$ cat config.mk
export PLATFORM = sky130hd
export DESIGN_NAME = spwa_ram
export DESIGN_NICKNAME = d
export VERILOG_FILES = /design/src/rtl/core/spwa_ram.sv
export SDC_FILE = /design/constraint.sdc
export NUM_CORES = 2
export LEC_CHECK = 0
export BUFFER_PORTS_ARGS = -buffer_cell sky130_fd_sc_hd__buf_2
export CORE_AREA = 2 2 553 830
export CTS_BUF_LIST = sky130_fd_sc_hd__clkbuf_4 sky130_fd_sc_hd__clkbuf_8 sky130_fd_sc_hd__clkbuf_16
export DETAILED_ROUTE_END_ITERATION = 8
export DIE_AREA = 0 0 555 832
export SLEW_MARGIN = 25
export SYNTH_ARGS = -nofsm -noshare
export SYNTH_HDL_FRONTEND = slang
export SYNTH_MEMORY_MAX_BITS = 65536
export SYNTH_SLANG_ARGS = --single-unit
$ cat constraint.sdc
create_clock -name i_clk -period 3.1 [get_ports i_clk]
set_input_delay 0 -clock i_clk [delete_from_list [all_inputs] [get_ports i_clk]]
set_output_delay 0 -clock i_clk [all_outputs]
set_load 0.05 [all_outputs]
$ cat src/rtl/core/spwa_ram.sv
// spwa_ram: generic single write port, single read port ram with registered read
// no dependencies
module spwa_ram #(
    parameter int WIDTH = 32,
    parameter int DEPTH = 129
) (
    input  logic                     i_clk,
    input  logic                     i_we,
    input  logic [$clog2(DEPTH)-1:0] i_waddr,
    input  logic [WIDTH-1:0]         i_wdata,
    input  logic [$clog2(DEPTH)-1:0] i_raddr,
    output logic [WIDTH-1:0]         o_rdata
);
    logic [WIDTH-1:0] r_mem [DEPTH];
    logic [WIDTH-1:0] r_rdata;

    always_ff @(posedge i_clk) begin
        if (i_we) begin
            r_mem[i_waddr] <= i_wdata;
        end
        r_rdata <= r_mem[i_raddr];
    end

    assign o_rdata = r_rdata;
endmodule

# Yosys cells after proc, flatten, opt, wreduce, memory -nomap -nowiden
# Memories as Yosys holds them, arrays and structs flattened. A register that Yosys moved wholly into a read port is not among the register bits.
# Index checks and enable logic that the tools add are counted.
# word_totals
ff_bits,0
ram_bits,4128
in_bits,50
output_inout_bits,32
elab_cells,3
memories,1
# op_classes
n_mux,2
# memory_table
memory,words,width,read_ports,rd_clocked_by_memory_dff,write_ports,line_no,rtl
r_mem,129,32,1,1,1,14,logic [WIDTH-1:0] r_mem [DEPTH];
# op_table
cell,n
2-to-1 mux 1 bit,2

# Logic depth before layout (Yosys ltp)
# logic_depth
ltp_word,2
ltp_mapped,13
ltp_nobuf,6

# Least setup slack after synthesis
# Ideal clock, no wire load.
# synth_timing
kind,input to register
startpoint,input i_waddr[0]
endpoint,memory r_mem[13][0] (enable)
setup_time_ns,0.421
arrival_time_ns,2.257
t_required_ns,2.679
setup_slack_ns,0.422
cell_stages,5
path_buffers,2
cell_sequence,clkbuf_1 nor2b_1 clkbuf_1 nand4_1 nor2_1
# synth_lines
item,line_no,rtl
start: declaration,9,"input logic [$clog2(DEPTH)-1:0] i_waddr,"
end: declaration,14,
# Straight into the memory's write port.

==> impl_results.rst <==
.. list-table::
   :header-rows: 1

   * - Metric
     - Value
   * - Level count of the clock H-tree
     - 5
   * - Synth Area in Simple Gates
     - 1.34%
   * - Die Y-Extent
     - approximately 830 µm
   * - TritonCTS clock tree
     - yes
   * - Number of buffers added for setup after CTS
     - 0
   * - Number of remaining DRC errors
     - 0
   * - Cell row count
     - 304
   * - Leading post-synthesis cells by cell area
     - sky130_fd_sc_hd__edfxtp_1 78%, sky130_fd_sc_hd__mux4_2 10%, sky130_fd_sc_hd__mux2i_1 4.5%
   * - Biggest area consumer among synthesized cells
     - sky130_fd_sc_hd__edfxtp_1
   * - Placed insts
     - roughly 14000
   * - Global route total overflow
     - 0
   * - Static power due to leakage
     - ~0.059 µW
   * - Number of enable-type register cells in the synthesized netlist
     - between 4000 and 5000
   * - Fraction of the cycle the final worst path needs
     - between 90% and 100%
   * - Min-delay worst type
     - in -> reg
   * - Most frequently used flop master after synthesis
     - sky130_fd_sc_hd__edfxtp_1
   * - Post-route clock skew
     - a little under 60 ps
   * - Root Driver
     - sky130_fd_sc_hd__clkbuf_16
   * - Xor-xnor portion of the synthesized cell area
     - 0%
   * - Number of buffers inserted during clock tree synthesis
     - between 300 and 400
   * - Post-Route WL
     - ~470000 µm
   * - VDD IR max
     - approximately 0.43 mV
   * - Routed wire per std cell
     - roughly 33 µm
   * - Layout Nets
     - 8083
   * - Core Box Area
     - 455000 µm²
   * - Post-synthesis sequential area ratio
     - 78.5%
   * - Number of routed nets with antenna violations
     - 0
   * - Net count of the mapped netlist
     - 7395
   * - Netlist Area Pre-Place
     - around 160000 µm²
   * - Share of async-settable or async-resettable flops after synthesis
     - 0%
   * - Global-route wire length before repair
     - between 600000 and 700000 µm
   * - Avg Inst Size Synth
     - between 20 and 25 µm²
   * - Max Fanout on Critical Path
     - just over 60
   * - 1st-iter DRT viols
     - 9178
   * - Final-layout fill cell count
     - about 39000
   * - Category of the worst setup path launch point
     - input pin
   * - Setup repair after global routing missed its margin
     - false
   * - Number of instances in the synthesized netlist
     - around 7300
   * - Power density over the cells
     - slightly above 600 nW/µm²
   * - Ratio of cells with drive above 1 in the final layout
     - 27.4%
   * - Via count of the first global-routing pass
     - roughly 81000
   * - Die area
     - roughly 460000 µm²
   * - Area added between synthesis and finish
     - 16.9%
   * - Via count normalized by instance count
     - approximately 5.6
   * - Maximum number of pins on one net before global-route repair
     - between 100 and 150
   * - Placer congestion estimate
     - ~0.88
   * - Worst-case headroom to the max-slew limit
     - under 10%
   * - Estimated wirelength of the detail-placed design
     - between 200000 and 300000 µm
   * - Worst Path Required
     - roughly 4000 ps
   * - Synth Area in Adders
     - 0%
   * - DP Area
     - 173000 µm²
   * - Initial Utilization
     - roughly a third
   * - Overall die width
     - approximately 560 µm
   * - Peak Freq
     - ~330 MHz
   * - Setup CP Type
     - in -> reg
   * - Total number of yosys warnings
     - 0
   * - Final design instance area without fill
     - 186000 µm²
   * - Count of buffers inserted at the top-level ports
     - 81
   * - I/O pin cnt
     - between 80 and 90
   * - Actual transition at the worst max-transition pin
     - about 1400 ps
   * - Clock Sinks
     - around 4200
   * - Result of the run
     - completed
   * - Synth cell types
     - 40
   * - Number of antenna violations at the first check in global routing
     - 36
   * - Cell with the most instances after synthesis
     - sky130_fd_sc_hd__edfxtp_1
   * - Compound-cell area share of the yosys netlist
     - under 10%
   * - Maximum capacitance violations
     - 0
   * - Clock tree buffer depth
     - 4
   * - Worst Path Arrival
     - 3860 ps
   * - Core utilization of the finished layout
     - about two fifths
   * - Most frequent cells after synthesis
     - 4128 x sky130_fd_sc_hd__edfxtp_1, 735 x sky130_fd_sc_hd__mux4_2, 709 x sky130_fd_sc_hd__mux2i_1
   * - Synth top area share
     - approximately 78%
   * - Hold violation count in the final report
     - 0
   * - Dominant combinational cell family by area after synthesis
     - multiplexers
   * - Latest clock arrival within the worst-skew pair
     - 960 ps
   * - Tot Pwr
     - 115000 µW
   * - Clock-pin slew reported for the worst setup and hold paths after clock tree synthesis
     - 70 ps
   * - Detailed-route via count
     - approximately 80000
   * - Total GRT Usage
     - roughly a fifth
   * - Post-synthesis sequential element count
     - ~4200
   * - First-pass iteration count of the detailed router
     - 6
   * - Total Neg Setup Slack
     - 0 ps
   * - Portion of netlist area occupied by mux cells
     - 15.3%
   * - Time the final worst path needs with I/O delays and setup
     - between 2000 and 3000 ps
   * - Final cell count without fillers
     - 14300
   * - Setup violation total in the final timing report
     - 0
   * - Endpoint class of the critical path
     - flop
   * - Final max-slew violation count
     - 0
==> cell families (layout without fill, tap and decap cells) <==
family | count (synthesis) | in the layout
DFF | 4160 | 4160
muxes | 1507 | 1507
AOI/OAI and AO/OA | 770 | 770
and+or+nand+nor | 466 | 466
buffers and inverters | 442 | 1420
other | 0 | 28
==> worst max-delay path: stages <==
cell	delay (ps)
sky130_fd_sc_hd__dlygate4sd3_1	560
sky130_fd_sc_hd__buf_8	310
sky130_fd_sc_hd__buf_12	220
sky130_fd_sc_hd__buf_12	340
sky130_fd_sc_hd__buf_4	340
sky130_fd_sc_hd__mux2i_1	110
sky130_fd_sc_hd__a221oi_1	930
sky130_fd_sc_hd__o211ai_1	520
sky130_fd_sc_hd__buf_4	300
sky130_fd_sc_hd__o211ai_1	80
==> final timing paths <==
kind	from	endpoint	slack (ps)	depth (start not counted)
worst max-delay path	i_raddr[1]	o_rdata[17]	110	10
worst min-delay path	i_wdata[10]	r_mem[107][10]	90	2
worst max register to register	r_mem[47][30]	o_rdata[30]	350	6
worst min register to register	r_mem[128][3]	o_rdata[3]	460	2
==> layout by cell type, fill, tap and decap left out, types with 4 or more instances in the layout <==
| cell type | count |
|---|---|
| sky130_fd_sc_hd__a211oi_1 | 32 |
| sky130_fd_sc_hd__a21oi_1 | 180 |
| sky130_fd_sc_hd__a21oi_2 | 11 |
| sky130_fd_sc_hd__a221o_1 | 32 |
| sky130_fd_sc_hd__a221oi_1 | 94 |
| sky130_fd_sc_hd__a22oi_1 | 128 |
| sky130_fd_sc_hd__buf_12 | 204 |
| sky130_fd_sc_hd__buf_2 | 46 |
| sky130_fd_sc_hd__buf_4 | 453 |
| sky130_fd_sc_hd__buf_6 | 7 |
| sky130_fd_sc_hd__bufinv_16 | 43 |
| sky130_fd_sc_hd__clkbuf_16 | 367 |
| sky130_fd_sc_hd__clkbuf_4 | 65 |
| sky130_fd_sc_hd__clkbuf_8 | 7 |
| sky130_fd_sc_hd__clkinv_1 | 56 |
| sky130_fd_sc_hd__clkinv_2 | 71 |
| sky130_fd_sc_hd__clkinv_8 | 4 |
| sky130_fd_sc_hd__clkinvlp_4 | 20 |
| sky130_fd_sc_hd__dfxtp_1 | 32 |
| sky130_fd_sc_hd__diode_2 | 28 |
| sky130_fd_sc_hd__dlygate4sd3_1 | 53 |
| sky130_fd_sc_hd__edfxtp_1 | 4128 |
| sky130_fd_sc_hd__inv_6 | 11 |
| sky130_fd_sc_hd__mux2_2 | 63 |
| sky130_fd_sc_hd__mux2i_1 | 708 |
| sky130_fd_sc_hd__mux4_2 | 735 |
| sky130_fd_sc_hd__nand2_1 | 77 |
| sky130_fd_sc_hd__nand3_1 | 16 |
| sky130_fd_sc_hd__nand3_2 | 5 |
| sky130_fd_sc_hd__nand4_1 | 7 |
| sky130_fd_sc_hd__nor2_1 | 69 |
| sky130_fd_sc_hd__nor2_4 | 132 |
| sky130_fd_sc_hd__nor2b_1 | 38 |
| sky130_fd_sc_hd__nor3_1 | 66 |
| sky130_fd_sc_hd__o211ai_1 | 64 |
| sky130_fd_sc_hd__o221ai_1 | 32 |
| sky130_fd_sc_hd__o22ai_1 | 161 |
| sky130_fd_sc_hd__o41ai_1 | 31 |
| sky130_fd_sc_hd__or4_1 | 31 |
==> sequential cells by signal (all words and copies together) (netlist names) <==
name,flops
o_rdata,32
r_mem,4128
==> repair_timing <==
item	CTS	global route
hold buffers	54	0
setup endpoints to repair	0	1
resized for setup	0	2
hold endpoints to repair	4462	0
==> area by class of cell <==
| cell class | count | area [µm²] | share of cell area, % |
|---|---|---|---|
| Tap cell | 5967 | 7470 | 4.02 |
| Sequential cell | 4160 | 125000 | 67.1 |
| Clock inverter | 212 | 2310 | 1.24 |
| Clock buffer | 438 | 9740 | 5.25 |
| Inverter | 2 | 7.51 | 0.00404 |
| Multi-Input combinational cell | 2743 | 33000 | 17.8 |
| Antenna cell | 28 | 70.1 | 0.0377 |
| Timing Repair Buffer | 768 | 8420 | 4.54 |
==> layer usage <==
layer | part of all wire, % | global-route usage (%) | vias up
li1 | - | - | 32300
met2 | 52 | 35.6 | 3496
met3 | 6.4 | 2.66 | 824
met4 | 6.7 | 11.5 | 12
met5 | 0.015 | 0 | -
met1 | 35 | 23.3 | 43300
==> metrics by stage <==
stage                     worst slack [ps]  hold WS [ps]
after floorplan                        422          98.9
after global placement                -447           447
after detailed placement              -333           455
after CTS                             36.3          5.63
after global routing                   121          64.8
final                                  106          90.3
==> report_power, final <==
part           switching, µW  internal, µW
clock network          20500         26100
registers                179         61900
logic                   4320          2310
Power figures use the tool's default switching activity.
