### src/rtl/core/spwa_pkg.sv
// spwa_pkg: shared constants, codes and types of the spectrum peak weighted accumulator
// no dependencies; used by the interfaces, the accumulator and spwa_div in rtl/core
package spwa_pkg;

    localparam int MAX_BINS   = 129;
    localparam int BIN_W      = 8;
    localparam int ADDR_W     = $clog2(MAX_BINS);
    localparam int POWER_W    = 32;
    localparam int FRAC_W     = 16;
    localparam int PACC_W     = 64;
    localparam int WACC_W     = 40;
    localparam int MEAN_W     = 32;
    localparam int PROD_W     = POWER_W + FRAC_W;
    localparam int SUM_W      = POWER_W + 2;
    localparam int REM_W      = WACC_W + 1;
    localparam int STEP_W     = 6;
    localparam int CFG_IDX_W  = 1;
    localparam int CFG_DATA_W = 32;

    localparam logic [CFG_IDX_W-1:0] REG_THRESHOLD  = 1'b0;
    localparam logic [CFG_IDX_W-1:0] REG_ROW_LENGTH = 1'b1;

    localparam logic ACT_PUSH     = 1'b0;
    localparam logic ACT_READ     = 1'b1;
    localparam logic KIND_REPORT  = 1'b0;
    localparam logic KIND_READOUT = 1'b1;

    typedef enum logic [3:0] {
        S_IDLE,
        S_SUM_ADDR,
        S_SUM_DATA,
        S_FR_ADDR,
        S_FR_DATA,
        S_FR_DIV,
        S_MUL,
        S_UPD,
        S_RD_DATA,
        S_RD_DIV,
        S_EMIT
    } t_state;

    typedef struct packed {
        logic                 kind;
        logic [BIN_W-1:0]     peak_bin;
        logic [POWER_W-1:0]   peak_power;
        logic                 peak_passed;
        logic [PACC_W-1:0]    weighted_power_sum;
        logic [WACC_W-1:0]    weight_sum;
        logic [MEAN_W-1:0]    mean_power;
    } t_result;

    typedef struct packed {
        logic                 start;
        logic [REM_W-1:0]     rem;
        logic [MEAN_W-1:0]    dvd;
        logic [WACC_W-1:0]    dvs;
        logic [STEP_W-1:0]    steps;
    } t_div_req;

    typedef struct packed {
        logic                 done;
        logic [MEAN_W-1:0]    quot;
    } t_div_rsp;

endpackage

### src/rtl/core/spwa_div.sv
// spwa_div: shared restoring divider, one quotient bit per cycle
// depends on spwa_pkg for the request and response types
module spwa_div (
    input  logic                i_clk,
    input  logic                i_rst_n,
    input  spwa_pkg::t_div_req  i_req,
    output spwa_pkg::t_div_rsp  o_rsp
);
    import spwa_pkg::*;

    logic [REM_W-1:0]  r_rem, n_rem;
    logic [MEAN_W-1:0] r_dvd, n_dvd;
    logic [WACC_W-1:0] r_dvs, n_dvs;
    logic [MEAN_W-1:0] r_quot, n_quot;
    logic [STEP_W-1:0] r_cnt, n_cnt;
    logic              r_busy, n_busy;
    logic              r_done, n_done;
    logic [REM_W-1:0]  shifted;
    logic              ge;

    always_comb begin
        shifted = {r_rem[REM_W-2:0], r_dvd[MEAN_W-1]};
        ge      = shifted >= {1'b0, r_dvs};
        n_rem   = r_rem;
        n_dvd   = r_dvd;
        n_dvs   = r_dvs;
        n_quot  = r_quot;
        n_cnt   = r_cnt;
        n_busy  = r_busy;
        n_done  = 1'b0;
        if (i_req.start) begin
            n_rem  = i_req.rem;
            n_dvd  = i_req.dvd;
            n_dvs  = i_req.dvs;
            n_quot = '0;
            n_cnt  = i_req.steps;
            n_busy = 1'b1;
        end else if (r_busy) begin
            n_rem  = ge ? shifted - {1'b0, r_dvs} : shifted;
            n_dvd  = {r_dvd[MEAN_W-2:0], 1'b0};
            n_quot = {r_quot[MEAN_W-2:0], ge};
            n_cnt  = r_cnt - STEP_W'(1);
            if (r_cnt == STEP_W'(1)) begin
                n_busy = 1'b0;
                n_done = 1'b1;
            end
        end
    end

    always_ff @(posedge i_clk) begin
        if (!i_rst_n) begin
            r_busy <= 1'b0;
            r_done <= 1'b0;
        end else begin
            r_busy <= n_busy;
            r_done <= n_done;
        end
        r_rem  <= n_rem;
        r_dvd  <= n_dvd;
        r_dvs  <= n_dvs;
        r_quot <= n_quot;
        r_cnt  <= n_cnt;
    end

    assign o_rsp.done = r_done;
    assign o_rsp.quot = r_quot;
endmodule

### config.mk
export PLATFORM = sky130hd
export DESIGN_NAME = spwa_div
export DESIGN_NICKNAME = d
export VERILOG_FILES = /design/src/rtl/core/spwa_pkg.sv /design/src/rtl/core/spwa_div.sv
export SDC_FILE = /design/constraint.sdc
export NUM_CORES = 1
export LEC_CHECK = 0
export BUFFER_PORTS_ARGS = -buffer_cell sky130_fd_sc_hd__buf_4
export CORE_MARGIN = 1.5
export CORE_UTILIZATION = 35
export CTS_BUF_LIST = sky130_fd_sc_hd__clkbuf_16
export DETAILED_ROUTE_END_ITERATION = 8
export GPL_ROUTABILITY_DRIVEN = 0
export PLACE_DENSITY = 0.53
export SYNTH_ARGS = -nofsm -noshare
export SYNTH_HDL_FRONTEND = slang
export SYNTH_SLANG_ARGS = --single-unit
### constraint.sdc
create_clock -name i_clk -period 6.05 [get_ports i_clk]
set_input_delay 0.9075 -clock i_clk [delete_from_list [all_inputs] [get_ports i_clk]]
set_output_delay 0.9075 -clock i_clk [all_outputs]
set_load 0.01 [all_outputs]
---- Word level (Yosys, flattened, before mapping) ----
Index checks and enable logic that the tools add are counted.
cells by class
  add/subtract/negate cells ............... 2
  $lt $le $gt $ge ......................... 1
  equality and inequality tests ........... 1
  mux-type cells .......................... 11
  bitwise operators ....................... 2
  reduce and logical (&&, ||, !) cells .... 2
operators by type and width
  operator                                           number
  2-to-1 mux 40 bit                                  3
  2-to-1 mux 32 bit                                  2
  >= comparator 41 x 40 -> 1 bit                     1
  subtractor 40 bit                                  1
  2-to-1 mux 6 bit                                   2
  == test 6 x 1 -> 1 bit (second input constant)     1
  subtractor 6 x 1 -> 6 bit (second input constant)  1
  2-to-1 mux 1 bit                                   4
  OR reduction 3 bit                                 1
  NOT 1 bit                                          2
  nonzero test 2 bit                                 1
word-level totals
  register bits after elaboration ......... 152
  bits of input ports ..................... 122
  logic and storage cells ................. 26

---- Longest topological paths before layout ----
Gate-level depths: netlist (run 1).
  depth after elaboration ................. 4
  mapped depth ............................ 14
  depth with buffers taken out ............ 13

---- Least setup slack after synthesis (run 1) ----
No wires, ideal clock.
  kind .................................... register -> register
  start ................................... register r_dvd[31]
  end ..................................... register r_rem[24], data pin
  arrival ................................. 3024 ps
  data required time ...................... 5790 ps
  path slack .............................. 2766 ps
  cell stages (with the launch flop) ...... 14
  clock period less this slack ............ 3284 ps
  path through ............................ edfxtp_1 -> inv_1 -> ha_1 -> inv_1 -> fa_1 -> a21o_1 -> a221oi_2 -> a2bb2oi_1 -> a31oi_1 -> o21ai_1 -> o21ai_0 -> xor2_1 -> mux2_1 -> mux2_2
on the way
  word-level cells in the longest chain between the ends .. 4
  elaborated cells between the ends (all ways) .. 5
RTL lines
  item                                                                 line                            RTL
  start: declaration                                                   spwa_div.sv:12                  logic [MEAN_W-1:0] r_dvd, n_dvd;
  start signal: assignment                                             spwa_div.sv:59                  r_dvd <= n_dvd;
  subtractor 40 bit or >= comparator 41 x 40 -> 1 bit (tied branches)  spwa_div.sv:39, spwa_div.sv:23
  2-to-1 mux 40 bit *                                                  spwa_div.sv:39                  n_rem = ge ? shifted - {1'b0, r_dvs} : shifted;
  2-to-1 mux 40 bit *                                                  spwa_div.sv:38                  end else if (r_busy) begin
  2-to-1 mux 40 bit *                                                  spwa_div.sv:31                  if (i_req.start) begin
  net n_rem[24]                                                        spwa_div.sv:11                  logic [REM_W-1:0] r_rem, n_rem;
  end signal: assignment                                               spwa_div.sv:58                  r_rem <= n_rem;
  end: declaration                                                     spwa_div.sv:11
Mark *: on every way through the listed nets, which the timed path passes. The rest lies on a longest branch. The select of a mux whose other input is x is not followed.
A chain may end at the register's enable or synchronous reset.

---- Worst setup path in the final report (run 1) ----
  start ................................... register r_rem[33]
  end ..................................... register r_rem[13], data pin
on the way
  word-level cells in the longest chain between the ends .. 4
RTL lines
  item                            line            RTL
  >= comparator 41 x 40 -> 1 bit  spwa_div.sv:23  ge = shifted >= {1'b0, r_dvs};
  2-to-1 mux 40 bit               spwa_div.sv:39
  2-to-1 mux 40 bit               spwa_div.sv:38
  2-to-1 mux 40 bit               spwa_div.sv:31
  net n_rem[13]                   spwa_div.sv:11
The timed path passes the listed nets, and every way through them passes these cells. The select of a mux whose other input is x is not followed.

==> results of run 1 <==
[cell usage after synthesis (4+ instances only)]
library cell    n  area (sq um)
a211oi_1        9          67.6
a21o_1         18           135
a21oi_1        51           255
a31oi_1        11          68.8
and2_1          4          25.0
and3_1          8          50.1
buf_1          11          41.3
buf_2           8          40.0
clkbuf_1       18          67.6
dfxtp_1        34           681
edfxtp_1      118          3540
ha_1           42           526
inv_1          55           206
mux2_1         22           248
mux2_2         55           619
mux2i_1        37           370
nand2_1        43           161
nand2b_1        9          56.3
nand3_1        15          75.1
nand4_1        11          68.8
nor2_1         69           259
nor2b_1         8          50.1
nor3_1         10          50.1
o211ai_1        5          37.5
o21ai_0        29           145
o21bai_1        4          30.0
o31ai_1         4          30.0
xnor2_1        24           210
xor2_1         10          87.6
[final timing paths]
kind	startpoint	end	slack [ns]	depth (start not counted)
worst max-delay path	r_rem[33]	r_rem[13]	1.99	10
worst min-delay path	r_quot[31]	r_quot[31]	0.51	2
worst min register to register	r_quot[31]	r_quot[31]	0.51	2
worst max register to register	r_rem[33]	r_rem[13]	1.99	10
[critical path: cells and delay by family, from the launching register on]
kind	cells	cell delay, ns
AOI/OAI and AO/OA	7	1.90
adders and majority gates	1	0.39
DFF	1	0.39
muxes	1	0.30
and+or+nand+nor	1	0.81
[power groups by stage]
stage          combinational [W]  sequential, W  clock (W)
6_report                 0.00151        0.00140    0.00109
5_1_grt                  0.00170        0.00142    0.00117
4_1_cts                  0.00152        0.00140    0.00113
3_5_place_dp             0.00151        0.00142          0
3_3_place_gp             0.00151        0.00142          0
2_1_floorplan            0.00119        0.00139          0
[per-stage QoR]
step | hold WS [ns] | utilization, % | total power [W] | std cells
2_1_floorplan | 0.516 | - | 0.00258 | 797
3_3_place_gp | 0.495 | 41.4 | 0.00293 | 1232
3_5_place_dp | 0.498 | 41.4 | 0.00293 | 1232
4_1_cts | 0.517 | 43.9 | 0.00405 | 1264
5_1_grt | 0.553 | 43.9 | 0.00429 | 1264
6_report | 0.509 | 43.9 | 0.00400 | 1264
[cell type report]
type | instances | area, sq um
clock inverter | 15 | 179
inverter | 55 | 206
fill | 2375 | 13700
sequential | 152 | 4230
multi-input combinational | 546 | 4090
timing repair buffer | 155 | 1180
tap | 324 | 405
clock buffer | 17 | 425
[metal layers]
layer / track usage, % / vias up
met1: 20.0 / 3008
met3: 4.88 / 14
met2: 27.0 / 121
met4: 4.29 / 0
met5: 0 / -
li1: - / 3167
[cells by family after synthesis]
kind of cell,count (synthesis),synth area share [%]
buffers and inverters,99,4.77
and+or+nand+nor,194,10.7
DFF,152,48.4
AOI/OAI and AO/OA,161,12.3
adders and majority gates,43,6.25
muxes,114,14.2
xor gates and xnor gates,34,3.41
[registers in the layout, indices dropped and copies added (netlist names)]
name / count
r_busy: 1
r_cnt: 6
r_done: 1
r_dvd: 32
r_dvs: 40
r_quot: 32
r_rem: 40
==> metrics.cfg, run 1 <==
[floorplanning]
floorplan.io_pins=155
dieArea_sq_um=25900
start_util_pct=35.8
floorplan.die.height_um=161
placementRows=57
fp.coreArea_sq_um=24400
die-width_um=161

[routing]
drt_pass1_iterations=5
remaining_antenna_violation_count=0
routed_wl_met3_mm=1.21
route.detailed.vias_per_inst=4.99
drt_iter0_drc=327
drc_errors=0
route.top_layer_used=met4
num_vias=6310
met2RoutedLength_mm=9.62
drt-wirelength-per-cell_um=16.0
final_wirelength_mm=20.2
wirelength_met1_mm=9.14

[clocking]
cts.sinks=152
cts-htree-levels=4
clock_tree.root_cell=clkbuf_16
post_cts_resize_count=0
numCtsBuffers=17
clk_latency_worst_skew_pair_ns=0.44
cts_hold_buf=0
cts_tree=built
clk_pin_slew_ns=0.07
cts-root-to-sink-buffers=2
cts_post_setup_buffers_inserted=0

[pwr]
pwr-share-seq_pct=35.0
clock_power_share_pct=27.4
power.switching_w=0.00143
power.switching_fraction_pct=35.8
max-vdd-ir-drop_uv=195
power.density_nw_per_um2=374
p_comb_share_pct=37.7
internal_power_w=0.00257
p_leak_nw=4.46

[run]
count_of_max_cap_constraint_violations=0

[global_routing]
globalRouteTotalUtil_pct=16.1
global_route_wire_length_before_repair_mm=33.0
initial_antenna_violation_count=0
vias_in_the_first_global_route=6417
grt_max_degree=152
gr-total-overflow=0

[worst_setup_path]
startpoint_type=register
crit_path_frequent_cell=a21o_1
setup_crit_path_kind=reg -> reg
crit_chain=ha_1 -> a21o_1 -> a21oi_1 -> o21bai_1 -> a21o_1 -> a21o_1 -> a2111oi_4 -> and2_1 -> o21ai_0 -> mux2_2
critical_path_peak_fanout=18
crit_path_end_kind=register
worst_path_largest_cell_delay_ns=0.83
worstPathArrival_ns=4.25
critical_path_required_ns=6.24
cp_slowest_cell=a2111oi_4

[place]
pre_cts_ws_ns=1.97
postPlaceCellArea_sq_um=10100
io_buffers=153
place_hpwl_mm=14.0

[layout]
antenna-diode-count=0
layout_commonest_cell=buf_4
stdcell_area_sq_um=10700
finish.net_count=1092
post_route_cells_drive_above_1_share_pct=27.2
mostFrequentLayoutCells=buf_4, edfxtp_1, nor2_1
area_growth_syn_to_layout_pct=22.7

[sta]
report.final.setup_viol=0
post-route-period-util_pct=67.0
setup_total_negative_slack_ns=0
max_slew_margin_pct=32.3
rsz0062_at_grt=false
achievable-frequency_ghz=0.247
final.min_clock_period_ns=4.06
worst-slew-pin-transition_ns=1.02
pins_over_their_slew_limit=0
timing.final.hold_violations=0
finClkSkew_ns=0.0132
fin_ws_ns=1.99

[synth]
post_synth_num_cell_types=66
dominantRegCellSynth=edfxtp_1
mappedNetlistNets=962
synth_sequential_area_ratio_pct=48.4
synth_edf_count=118
postSynth.asyncResetShare_pct=0
mappedNetlistArea_sq_um=8730
post_synth_inst_count=797
syn-mean-instance-area_sq_um=10.9
synth_seq_cells=152
synth.yosys.warnings=0

[run_status]
outcome=completed

[worst_hold_path]
timing.hold.worst.class=reg -> reg

No activity file was read; power rests on OpenSTA's default activity.
==> inputs of run 2 (changes only) <==
==> constraint.sdc (replaced) <==
create_clock -name i_clk -period 3.9 [get_ports i_clk]
set_input_delay 0.585 -clock i_clk [delete_from_list [all_inputs] [get_ports i_clk]]
set_output_delay 0.585 -clock i_clk [all_outputs]
set_load 0.01 [all_outputs]
==> metrics.cfg, run 2 (synthesized netlist as in run 1, its figures left out) <==
[run_status]
outcome=completed  ; unchanged

[worst_setup_path]
path_delay_family=compound AO/OA/AOI/OAI gates  ; unchanged
critical_path_peak_fanout=4  ; was 18
r2r_start=r_dvd[31]  ; was r_rem[33]
worstPathArrival_ns=3.66  ; was 4.25 ns
crit_chain=inv_1 -> ha_1 -> inv_1 -> fa_1 -> a21o_1 -> a221oi_2 -> a2bb2oi_1 -> buf_4 -> a31oi_1 -> o21ai_1 -> o21ai_0 -> xor2_1 -> mux2_1 -> mux2_2  ; was ha_1 -> a21o_1 -> a21oi_1 -> o21bai_1 -> a21o_1 -> a21o_1 -> a2111oi_4 -> and2_1 -> o21ai_0 -> mux2_2
rrSetupSlack_ns=0.42  ; was 1.99 ns
crit_path_end_kind=register  ; unchanged
crit_path_frequent_cell=inv_1  ; was a21o_1
worst_path_largest_cell_delay_ns=0.41  ; was 0.83 ns
startpoint_type=register  ; unchanged
cp_slowest_cell=fa_1  ; was a2111oi_4
timing.rr.end=r_rem[24]  ; was r_rem[13]
timing.critical_path.from=r_dvd[31]  ; was r_rem[33]
r2r_cells=14  ; was 10
timing.critical_path.buf_inv=3  ; was 0
critical_path_required_ns=4.08  ; was 6.24 ns
setup_crit_path_kind=reg -> reg  ; unchanged

[global_routing]
global_route_wire_length_before_repair_mm=33.3  ; was 33.0 mm
gr-total-overflow=0  ; unchanged
globalRouteTotalUtil_pct=16.3  ; was 16.1%
grt_max_degree=109  ; was 152
vias_in_the_first_global_route=6414  ; was 6417
initial_antenna_violation_count=0  ; unchanged

[sta]
setup_total_negative_slack_ns=0  ; unchanged
finClkSkew_ns=0.0128  ; was 0.0132 ns
final.min_clock_period_ns=3.48  ; was 4.06 ns
worst-slew-pin-transition_ns=0.697  ; was 1.02 ns
timing.final.hold_violations=0  ; unchanged
fin_ws_ns=0.419  ; was 1.99 ns
pins_over_their_slew_limit=0  ; unchanged
max_slew_margin_pct=53.6  ; was 32.3%
achievable-frequency_ghz=0.287  ; was 0.247 GHz
rsz0062_at_grt=false  ; unchanged
report.final.setup_viol=0  ; unchanged
post-route-period-util_pct=89.2  ; was 67.0%

[routing]
route.detailed.vias_per_inst=4.93  ; was 4.99
drt-wirelength-per-cell_um=15.8  ; was 16.0 um
drc_errors=0  ; unchanged
drt_pass1_iterations=4  ; was 5
remaining_antenna_violation_count=0  ; unchanged
num_vias=6379  ; was 6310
final_wirelength_mm=20.4  ; was 20.2 mm
drt_iter0_drc=299  ; was 327

[clocking]
cts-htree-levels=4  ; unchanged
cts-root-to-sink-buffers=2  ; unchanged
clock_tree.root_cell=clkbuf_16  ; unchanged
cts_tree=built  ; unchanged
clk_pin_slew_ns=0.07  ; about the same
cts.sinks=152  ; unchanged
clk_latency_worst_skew_pair_ns=0.43  ; was 0.44 ns
numCtsBuffers=17  ; unchanged
cts_hold_buf=0  ; unchanged
post_cts_resize_count=0  ; unchanged
cts_post_setup_buffers_inserted=0  ; unchanged

[floorplanning]
floorplan.die.height_um=161  ; unchanged
start_util_pct=35.8  ; unchanged
dieArea_sq_um=25900  ; unchanged
fp.coreArea_sq_um=24400  ; unchanged
placementRows=57  ; unchanged
die-width_um=161  ; unchanged
floorplan.io_pins=155  ; unchanged

[layout]
largest_registers=r_dvs: 40 flops, r_rem: 40 flops  ; unchanged
finish.net_count=1121  ; was 1092
stdcell_area_sq_um=11000  ; was 10700 sq um
filler_cell_count=2329  ; was 2375
antenna-diode-count=0  ; unchanged
layout_commonest_cell=buf_4  ; unchanged
post_route_cells_drive_above_1_share_pct=29.4  ; was 27.2%
area_growth_syn_to_layout_pct=25.6  ; was 22.7%
mostFrequentLayoutCells=buf_4, edfxtp_1, nor2_1  ; unchanged

[place]
pre_cts_ws_ns=0.426  ; was 1.97 ns
place_hpwl_mm=14.5  ; was 14.0 mm
postPlaceCellArea_sq_um=10400  ; was 10100 sq um
io_buffers=153  ; unchanged

[worst_hold_path]
timing.hold.worst.start=i_req[31]  ; was r_quot[31]
worstHoldPathCells=1  ; was 2
timing.hold.worst.class=in -> reg  ; was reg -> reg
hold_path_end=r_dvs[25]  ; was r_quot[31]

[pwr]
max-vdd-ir-drop_uv=237  ; was 195 uV
power.density_nw_per_um2=581  ; was 374 nW/um^2
p_leak_nw=4.61  ; was 4.46 nW

[run]
count_of_max_cap_constraint_violations=0  ; unchanged

## run 2: cell types whose count changed in the layout (fill, tap and decap cells not counted)
cell / change
buf_4: +26
buf_12: +3
clkinv_8: -1
inv_12: +1
inv_6: +1
inv_8: -1
## run 2: layer usage
metal / track usage [%] / wire length [um] / vias up
li1: - / - / 3222
met1: 20.7 / 9420 / 3020
met2: 27.0 / 9680 / 128
met3: 4.42 / 1130 / 9
met4: 4.71 / 202 / 0
met5: 0 / 0 / -
## run 2: cell type report
type	instances	area, sq um	area share (%)
flip-flops and latches	152	4230	38.5
multi-input cells	546	4090	37.3
repair buffers	184	1440	13.1
clock buffers	17	425	3.88
well taps	324	405	3.70
inverters	55	206	1.88
clock inverters	15	176	1.61
## run 2: worst max path at each step
| stage | to | slack, ns | depth (start not counted) |
|---|---|---|---|
| finish | r_rem[24] | 0.42 | 14 |
| global route | r_rem[24] | 0.18 | 14 |
| CTS | r_rem[24] | 0.40 | 14 |
| detailed placement | r_rem[24] | 0.43 | 14 |
| global placement | r_rem[24] | 0.40 | 14 |
| floorplan | r_rem[24] | 0.62 | 13 |
## run 2: per-stage QoR
| step | power (W) | instances | util [%] | hold slack (ns) |
|---|---|---|---|---|
| 2_1_floorplan | 0.00401 | 797 | - | 0.516 |
| 3_3_place_gp | 0.00472 | 1261 | 42.5 | 0.495 |
| 3_5_place_dp | 0.00472 | 1261 | 42.5 | 0.499 |
| 4_1_cts | 0.00645 | 1293 | 44.9 | 0.309 |
| 5_1_grt | 0.00682 | 1293 | 44.9 | 0.307 |
| 6_report | 0.00637 | 1293 | 44.9 | 0.330 |
## run 2: where the power goes
part,total (W),switching [W],internal (W)
clock network,0.00168,0.000805,0.000870
logic,0.00254,0.00135,0.00120
registers,0.00216,0.000109,0.00205
==> inputs of run 3 (changes only) <==
--- a/config.mk
+++ b/config.mk
@@ -5,13 +5,12 @@
 export SDC_FILE = /design/constraint.sdc
 export NUM_CORES = 1
 export LEC_CHECK = 0
-export BUFFER_PORTS_ARGS = -buffer_cell sky130_fd_sc_hd__buf_4
 export CORE_MARGIN = 1.5
 export CORE_UTILIZATION = 35
 export CTS_BUF_LIST = sky130_fd_sc_hd__clkbuf_16
 export DETAILED_ROUTE_END_ITERATION = 8
+export DONT_BUFFER_PORTS = 1
 export GPL_ROUTABILITY_DRIVEN = 0
-export PLACE_DENSITY = 0.53
 export SYNTH_ARGS = -nofsm -noshare
 export SYNTH_HDL_FRONTEND = slang
 export SYNTH_SLANG_ARGS = --single-unit
==> constraint.sdc (replaced) <==
create_clock -name i_clk -period 3.9 [get_ports i_clk]
set_input_delay 0.585 -clock i_clk [delete_from_list [all_inputs] [get_ports i_clk]]
set_output_delay 0.585 -clock i_clk [all_outputs]
set_load 0.005 [all_outputs]
==> metrics.cfg, run 3 (synthesized netlist as in run 1, its figures left out) <==
[run_status]
outcome=completed  ; unchanged

[routing]
num_vias=5851  ; was 6379
drt-wirelength-per-cell_um=17.5  ; was 15.8 um
route.detailed.vias_per_inst=5.16  ; was 4.93
drc_errors=0  ; unchanged
drt_pass1_iterations=5  ; was 4
final_wirelength_mm=19.8  ; was 20.4 mm
remaining_antenna_violation_count=0  ; unchanged
drt_iter0_drc=284  ; was 299

[sta]
timing.final.hold_violations=0  ; unchanged
final.min_clock_period_ns=3.56  ; was 3.48 ns
hold_slack_ns=0.243  ; was 0.330 ns
pins_over_their_slew_limit=0  ; unchanged
post-route-period-util_pct=91.4  ; was 89.2%
setup_total_negative_slack_ns=0  ; unchanged
worst-slew-pin-transition_ns=1.16  ; was 0.697 ns
achievable-frequency_ghz=0.281  ; was 0.287 GHz
max_slew_margin_pct=22.6  ; was 53.6%
report.final.setup_viol=0  ; unchanged
rsz0062_at_grt=false  ; unchanged
finClkSkew_ns=0.0201  ; was 0.0128 ns

[layout]
finish.net_count=958  ; was 1121
layout_commonest_cell=edfxtp_1  ; was buf_4
post_route_cells_drive_above_1_share_pct=15.1  ; was 29.4%
filler_cell_count=2400  ; was 2329
stdcell_area_sq_um=9710  ; was 11000 sq um
largest_registers=r_dvs: 40 flops, r_rem: 40 flops  ; unchanged
mostFrequentLayoutCells=edfxtp_1, nor2_1, inv_1, mux2_2, a21oi_1  ; was buf_4, edfxtp_1, nor2_1
area_growth_syn_to_layout_pct=11.2  ; was 25.6%
postLayoutCoreUtil_pct=39.8  ; was 44.9%

[worst_hold_path]
timing.hold.worst.class=in -> reg  ; unchanged
worstHoldPathCells=0  ; was 1

[worst_setup_path]
startpoint_type=register  ; unchanged
r2r_cells=11  ; was 14
cp_slowest_cell=or4_1  ; was fa_1
worst_path_largest_cell_delay_ns=0.58  ; was 0.41 ns
critical_path_peak_fanout=8  ; was 4
critical_path_required_ns=4.07  ; was 4.08 ns
setup_crit_path_kind=reg -> reg  ; unchanged
crit_chain=ha_1 -> nand4_1 -> or4_1 -> a311oi_2 -> a21oi_2 -> a21oi_4 -> o211ai_4 -> and2_1 -> buf_4 -> nor4_1 -> nor4_1  ; was inv_1 -> ha_1 -> inv_1 -> fa_1 -> a21o_1 -> a221oi_2 -> a2bb2oi_1 -> buf_4 -> a31oi_1 -> o21ai_1 -> o21ai_0 -> xor2_1 -> mux2_1 -> mux2_2
worstPathArrival_ns=3.73  ; was 3.66 ns
crit_path_frequent_cell=nor4_1  ; was inv_1
path_depth=11  ; was 14
path_delay_family=simple AND/OR/NAND/NOR gates  ; was compound AO/OA/AOI/OAI gates
crit_path_end_kind=register  ; unchanged
timing.critical_path.buf_inv=1  ; was 3

[run]
count_of_max_cap_constraint_violations=0  ; unchanged

[clocking]
post_cts_resize_count=0  ; unchanged
clk_latency_worst_skew_pair_ns=0.43  ; about the same
clk_pin_slew_ns=0.07  ; about the same
cts_post_setup_buffers_inserted=0  ; unchanged
cts_tree=built  ; unchanged
cts_hold_buf=0  ; unchanged
cts-root-to-sink-buffers=2  ; unchanged
numCtsBuffers=17  ; unchanged
clock_tree.root_cell=clkbuf_16  ; unchanged
cts-htree-levels=4  ; unchanged
cts.sinks=152  ; unchanged

[global_routing]
globalRouteTotalUtil_pct=15.6  ; was 16.3%
vias_in_the_first_global_route=5994  ; was 6414
initial_antenna_violation_count=6  ; was 0
global_route_wire_length_before_repair_mm=31.6  ; was 33.3 mm
gr-total-overflow=0  ; unchanged
grt_max_degree=183  ; was 109

[floorplanning]
fp.coreArea_sq_um=24400  ; unchanged
die-width_um=161  ; unchanged
dieArea_sq_um=25900  ; unchanged
floorplan.die.height_um=161  ; unchanged
placementRows=57  ; unchanged
floorplan.io_pins=155  ; unchanged
start_util_pct=35.8  ; unchanged

[place]
place_hpwl_mm=13.7  ; was 14.5 mm
io_buffers=0  ; was 153
postPlaceCellArea_sq_um=9110  ; was 10400 sq um

[pwr]
p_leak_nw=3.80  ; was 4.61 nW
power.density_nw_per_um2=638  ; was 581 nW/um^2
max-vdd-ir-drop_uv=286  ; was 237 uV

## run 3: cell count changes in the layout (fill, tap and decap cells not counted), sizes merged
| cell | previous run | this run |
|---|---|---|
| clkbuf | 17 | 18 |
| clkinv | 6 | 2 |
| buf | 184 | 21 |
| inv | 64 | 66 |
| diode | 0 | 4 |
| bufinv | 0 | 1 |
## run 3: where the power goes
group / internal (W) / switching, W
logic: 0.00108 / 0.00127
clock network: 0.000915 / 0.000761
registers: 0.00205 / 0.000113
## run 3: metal layers
| metal | share of wire (%) | GRT usage (%) | vias to the layer above |
|---|---|---|---|
| met5 | 0.19 | 0 | - |
| met4 | 0.93 | 4.29 | 6 |
| met3 | 7.2 | 6.28 | 19 |
| met2 | 47 | 25.7 | 148 |
| met1 | 44 | 18.9 | 2773 |
| li1 | - | - | 2905 |
## run 3: metrics by stage
stage | setup WS (ns) | cells | total power (W)
2_1_floorplan | 0.616 | 797 | 0.00401
3_3_place_gp | 0.363 | 1098 | 0.00451
3_5_place_dp | 0.337 | 1098 | 0.00453
4_1_cts | 0.320 | 1130 | 0.00627
5_1_grt | 0.146 | 1130 | 0.00663
6_report | 0.337 | 1134 | 0.00619
## run 3: area by class of cell
class / count / area (sq um) / share of cell area (%)
Sequential cell: 152 / 4230 / 43.5
Multi-Input combinational cell: 546 / 4090 / 42.1
Clock buffer: 18 / 450 / 4.64
Tap cell: 324 / 405 / 4.18
Inverter: 55 / 206 / 2.13
Timing Repair Buffer: 21 / 183 / 1.88
Clock inverter: 14 / 139 / 1.43
Antenna cell: 4 / 10.0 / 0.103
## run 3: path summary, 6_finish.rpt
check / start / endpoint / slack (ns)
max reg2reg: r_rem[22] / r_rem[39] / 0.34
max: r_rem[22] / r_rem[39] / 0.34
min: i_req[30] / r_dvs[24] / 0.24
min reg2reg: r_quot[31] / r_quot[31] / 0.54
## run 3: worst register-to-register path: cells and delay by family (launching register included)
family                     cells  cell delay [ns]
AOI/OAI and AO/OA              4             0.71
buffers and inverters          1             0.24
and+or+nand+nor                5             1.49
DFF                            1             0.41
adders and majority gates      1             0.45
